`src/hdl/ogrm_ram.sv`:
```
module ogrm_ram #(
  parameter int WIDTH = 8,
  parameter int DEPTH = 256
) (
  input  logic                     clk,
  input  logic                     we,
  input  logic [$clog2(DEPTH)-1:0] addr,
  input  logic [WIDTH-1:0]         wdata,
  output logic [WIDTH-1:0]         rdata
);

  logic [WIDTH-1:0] mem [DEPTH];

  always_ff @(posedge clk) begin
    if (we) begin
      mem[addr] <= wdata;
    end
    rdata <= mem[addr];
  end

endmodule

```
`config.mk`:
```
export PLATFORM = sky130hd
export DESIGN_NAME = ogrm_ram
export DESIGN_NICKNAME = d
export VERILOG_FILES = /design/src/hdl/ogrm_ram.sv
export SDC_FILE = /design/constraint.sdc
export NUM_CORES = 2
export LEC_CHECK = 0
export BUFFER_PORTS_ARGS = -buffer_cell sky130_fd_sc_hd__buf_2
export CORE_ASPECT_RATIO = 0.6
export CORE_MARGIN = 2
export CORE_UTILIZATION = 30
export CTS_CLUSTER_DIAMETER = 100
export DETAILED_ROUTE_END_ITERATION = 8
export PLACE_DENSITY = 0.52
export SYNTH_ARGS = -nofsm -noshare
export SYNTH_HDL_FRONTEND = slang
export SYNTH_SLANG_ARGS = --single-unit
```
`constraint.sdc`:
```
create_clock -name clk -period 4.1 [get_ports clk]
set_clock_uncertainty 0.2 [all_clocks]
set_input_delay 1.025 -clock clk [delete_from_list [all_inputs] [get_ports clk]]
set_output_delay 1.025 -clock clk [all_outputs]
set_load 0.02 [all_outputs]
```
==> summary.txt <==
Min path
  • Hold Path Stages: 1
  • Hold Crit Start: wdata[4]
  • Hold endpoint: mem[102][4]$_DFFE_PP_
  • Type of the tightest min-delay check: in -> reg

Yosys
  • Cell Area, Synth: 78,500 µm²
  • Post-synthesis simple-gate area fraction: 1.73%
  • Mapped Avg Cell Area: 22.1 µm²
  • Multiplexer share of the synthesized area: 14.7%
  • Sequential area share after synthesis: 78.6%
  • Post-synthesis adder-cell area fraction: 0%
  • Synth Instances: 3,547
  • Synth cell types: 22
  • Combinational family with the most area after synthesis: multiplexers
  • Synth Area in XOR/XNOR: 0%
  • Warnings from Yosys: 0
  • Post-synthesis register bit count: 2,056
  • Post-synth net total: 3,565
  • Post-synthesis compound-gate area fraction: 3.62%

STA
  • Setup WS post-layout: 251 ps
  • Hold Fails Final Rpt: 0
  • Maximum clock frequency: 0.260 GHz
  • Tcrit/Tclk final: 93.9%
  • Fin. max-slew vios: 0
  • # setup viols final: 0
  • Unrepaired setup endpoints after global routing: false
  • Slew headroom: 27.1%
  • Worst-margin pin slew: 1080 ps
  • Tmin final: 3850 ps

Setup path
  • R2r worst-path depth: 6
  • Critical Path AT: 4350 ps
  • Setup crit end kind: flip-flop
  • Reg2Reg Setup Slack: 1010 ps
  • Critical path class: in -> reg
  • CP delay by family, top: compound AO/OA/AOI/OAI gates
  • CP cell instances: buf_8, buf_12, buf_4, buf_12, mux4_2, a22oi_1, a21oi_1, o41ai_1, buf_4, nand4_1
  • Critical Path RT: 4600 ps
  • Worst Path Buf+Inv: 5
  • Crit Path Max Fanout: 17
  • Critical Path Start Type: primary input
  • CP max stage cell: o41ai_1
  • FF-to-FF End: rdata[4]$_DFF_P_
  • Slowest stage delay, CP: 1020 ps
  • R2r startpoint: mem[239][4]$_DFFE_PP_

Global route
  • Largest net degree at the start of global routing: 102
  • GRT overflow: 0
  • Global Route Usage Sum: 16.1%
  • Antenna violations before repair: 25
  • Met3 Use GR: 5.48%
  • Met2 usage: 21.4%
  • Vias in the first global route: 38,900
  • Grt peak-use layer: met1
  • Met1 Track Usage GR: 25.2%
  • First-pass GRT wire length: 307,000 µm

Power and ir drop
  • Power Total: 0.0427 W
  • Max IR drop VDD: 0.324 mV
  • Pwr/cell area: 461 nW/µm²
  • LEAKAGE: 28.5 nW

Placement
  • Pre-CTS WS: -473 ps
  • DP Cell Count: 7,317
  • DP Area: 86,700 µm²
  • Routability cong.: 0.788
  • Dpl hpwl: 139,000 µm
  • Buffers on Ports: 25

CTS
  • Worst-skew pair later-pin latency: 860 ps
  • Reg clk slew, reported paths: 70 ps
  • CTS Hold Bufs: 0
  • Clk sinks: 2,056
  • CTS tree: done
  • Number of gates resized after CTS: 0
  • Htree depth: 4
  • CTS buffer count: 185
  • Clock root buffer: clkbuf_16
  • Clk buf depth: 4
  • Postcts setup bufs: 0

Floorplan
  • Initial Utilization: 30.2%
  • Ports: 26
  • Die Ht: 400 µm
  • Row count: 145
  • Die Wd: 664 µm
  • Die footprint: 266,000 µm²
  • Core Region: 260,000 µm²

Layout
  • Commonest non-fill, non-tap cell in the layout: edfxtp_1
  • Fin cells: 7,640
  • Final instance area: 92,500 µm²
  • Commonest non-fill, non-tap cells in the layout: edfxtp_1, mux4_2, buf_4, a22oi_1, nor2_1
  • Ratio of cells with drive above 1 in the final layout: 31.7%
  • Fin util: 35.6%
  • Layout area overhead: 17.8%
  • Layout Nets: 4,068

Routing
  • Post-Route WL: 218,000 µm
  • Pre-antenna DRT Iters: 5
  • DR vias: 39,500
  • Drt wl/cell: 28.5 µm
  • Via density: 5.17
  • Residual DRC: 0
  • Remaining antenna violation count after routing: 0
  • Initial DRC Count: 5,055

Job
  • Max-cap violation count: 0

Status
  • Outcome: finished clean
[sequential cells by signal (all words and copies together), names as in the netlist]
signal	flops
mem	2048
rdata	8
[logic make-up after synthesis]
| logic type | Yosys count |
|---|---|
| multiplexers | 512 |
| buffers and inverters | 233 |
| flip-flops | 2056 |
| AO/OA/AOI/OAI | 416 |
| AND/OR/NAND/NOR | 330 |
[per-layer routing]
metal	share of wire [%]	vias to the layer above
li1	-	16100
met1	47	21400
met2	40	1852
met3	11	247
met4	1.7	6
met5	0.016	-
[report_power, final]
| part | leakage (nW) | switching, W | internal (W) |
|---|---|---|---|
| logic | 7.24 | 0.00142 | 0.000814 |
| registers | 18.5 | 0.0000279 | 0.0231 |
| clock network | 2.83 | 0.00770 | 0.00954 |
| total | 28.5 | 0.00916 | 0.0335 |
[worst max-delay path by stage]
stage                       start                     to  slack, ps  depth (start not counted)
after floorplan           addr[1]  mem[111][0]$_DFFE_PP_        660                          9
after global placement    addr[0]       rdata[4]$_DFF_P_       -540                         10
after detailed placement  addr[0]       rdata[7]$_DFF_P_       -470                         10
after CTS                 addr[0]       rdata[7]$_DFF_P_        430                         10
after global routing      addr[0]       rdata[7]$_DFF_P_        290                         10
final                     addr[0]       rdata[4]$_DFF_P_        250                         10
[per-stage QoR]
stage / hold WS, ps / setup TNS [ps]
2_1_floorplan: 619 / 0
3_3_place_gp: 797 / -1730
3_5_place_dp: 764 / -1690
4_1_cts: 285 / 0
5_1_grt: 304 / 0
6_report: 344 / 0
[cell type report]
class | count | area, µm²
Clock buffer | 229 | 4860
Fill cell | 24000 | 168000
Inverter | 1 | 3.75
Timing Repair Buffer | 548 | 4940
Clock inverter | 89 | 913
Antenna cell | 5 | 12.5
Multi-Input combinational cell | 1258 | 15800
Sequential cell | 2056 | 61700
Tap cell | 3454 | 4320
[Yosys cell counts]
library cell	n	area [µm²]
nand3_1	13	65.1
buf_6	16	180
nor2b_1	7	43.8
inv_1	1	3.75
clkbuf_1	145	544
edfxtp_1	2048	61500
dfxtp_1	8	160
or2_2	2	12.5
nand4_1	8	50.1
buf_2	36	180
buf_1	19	71.3
nor3_1	30	150
nand2_1	28	105
o41ai_1	32	280
and2_1	3	18.8
nor2_1	232	871
mux4_2	512	11500
nand2b_1	6	37.5
a21oi_1	128	641
buf_4	16	120
or3_1	1	6.26
a22oi_1	256	1920
(Power assumes the default switching activity.)
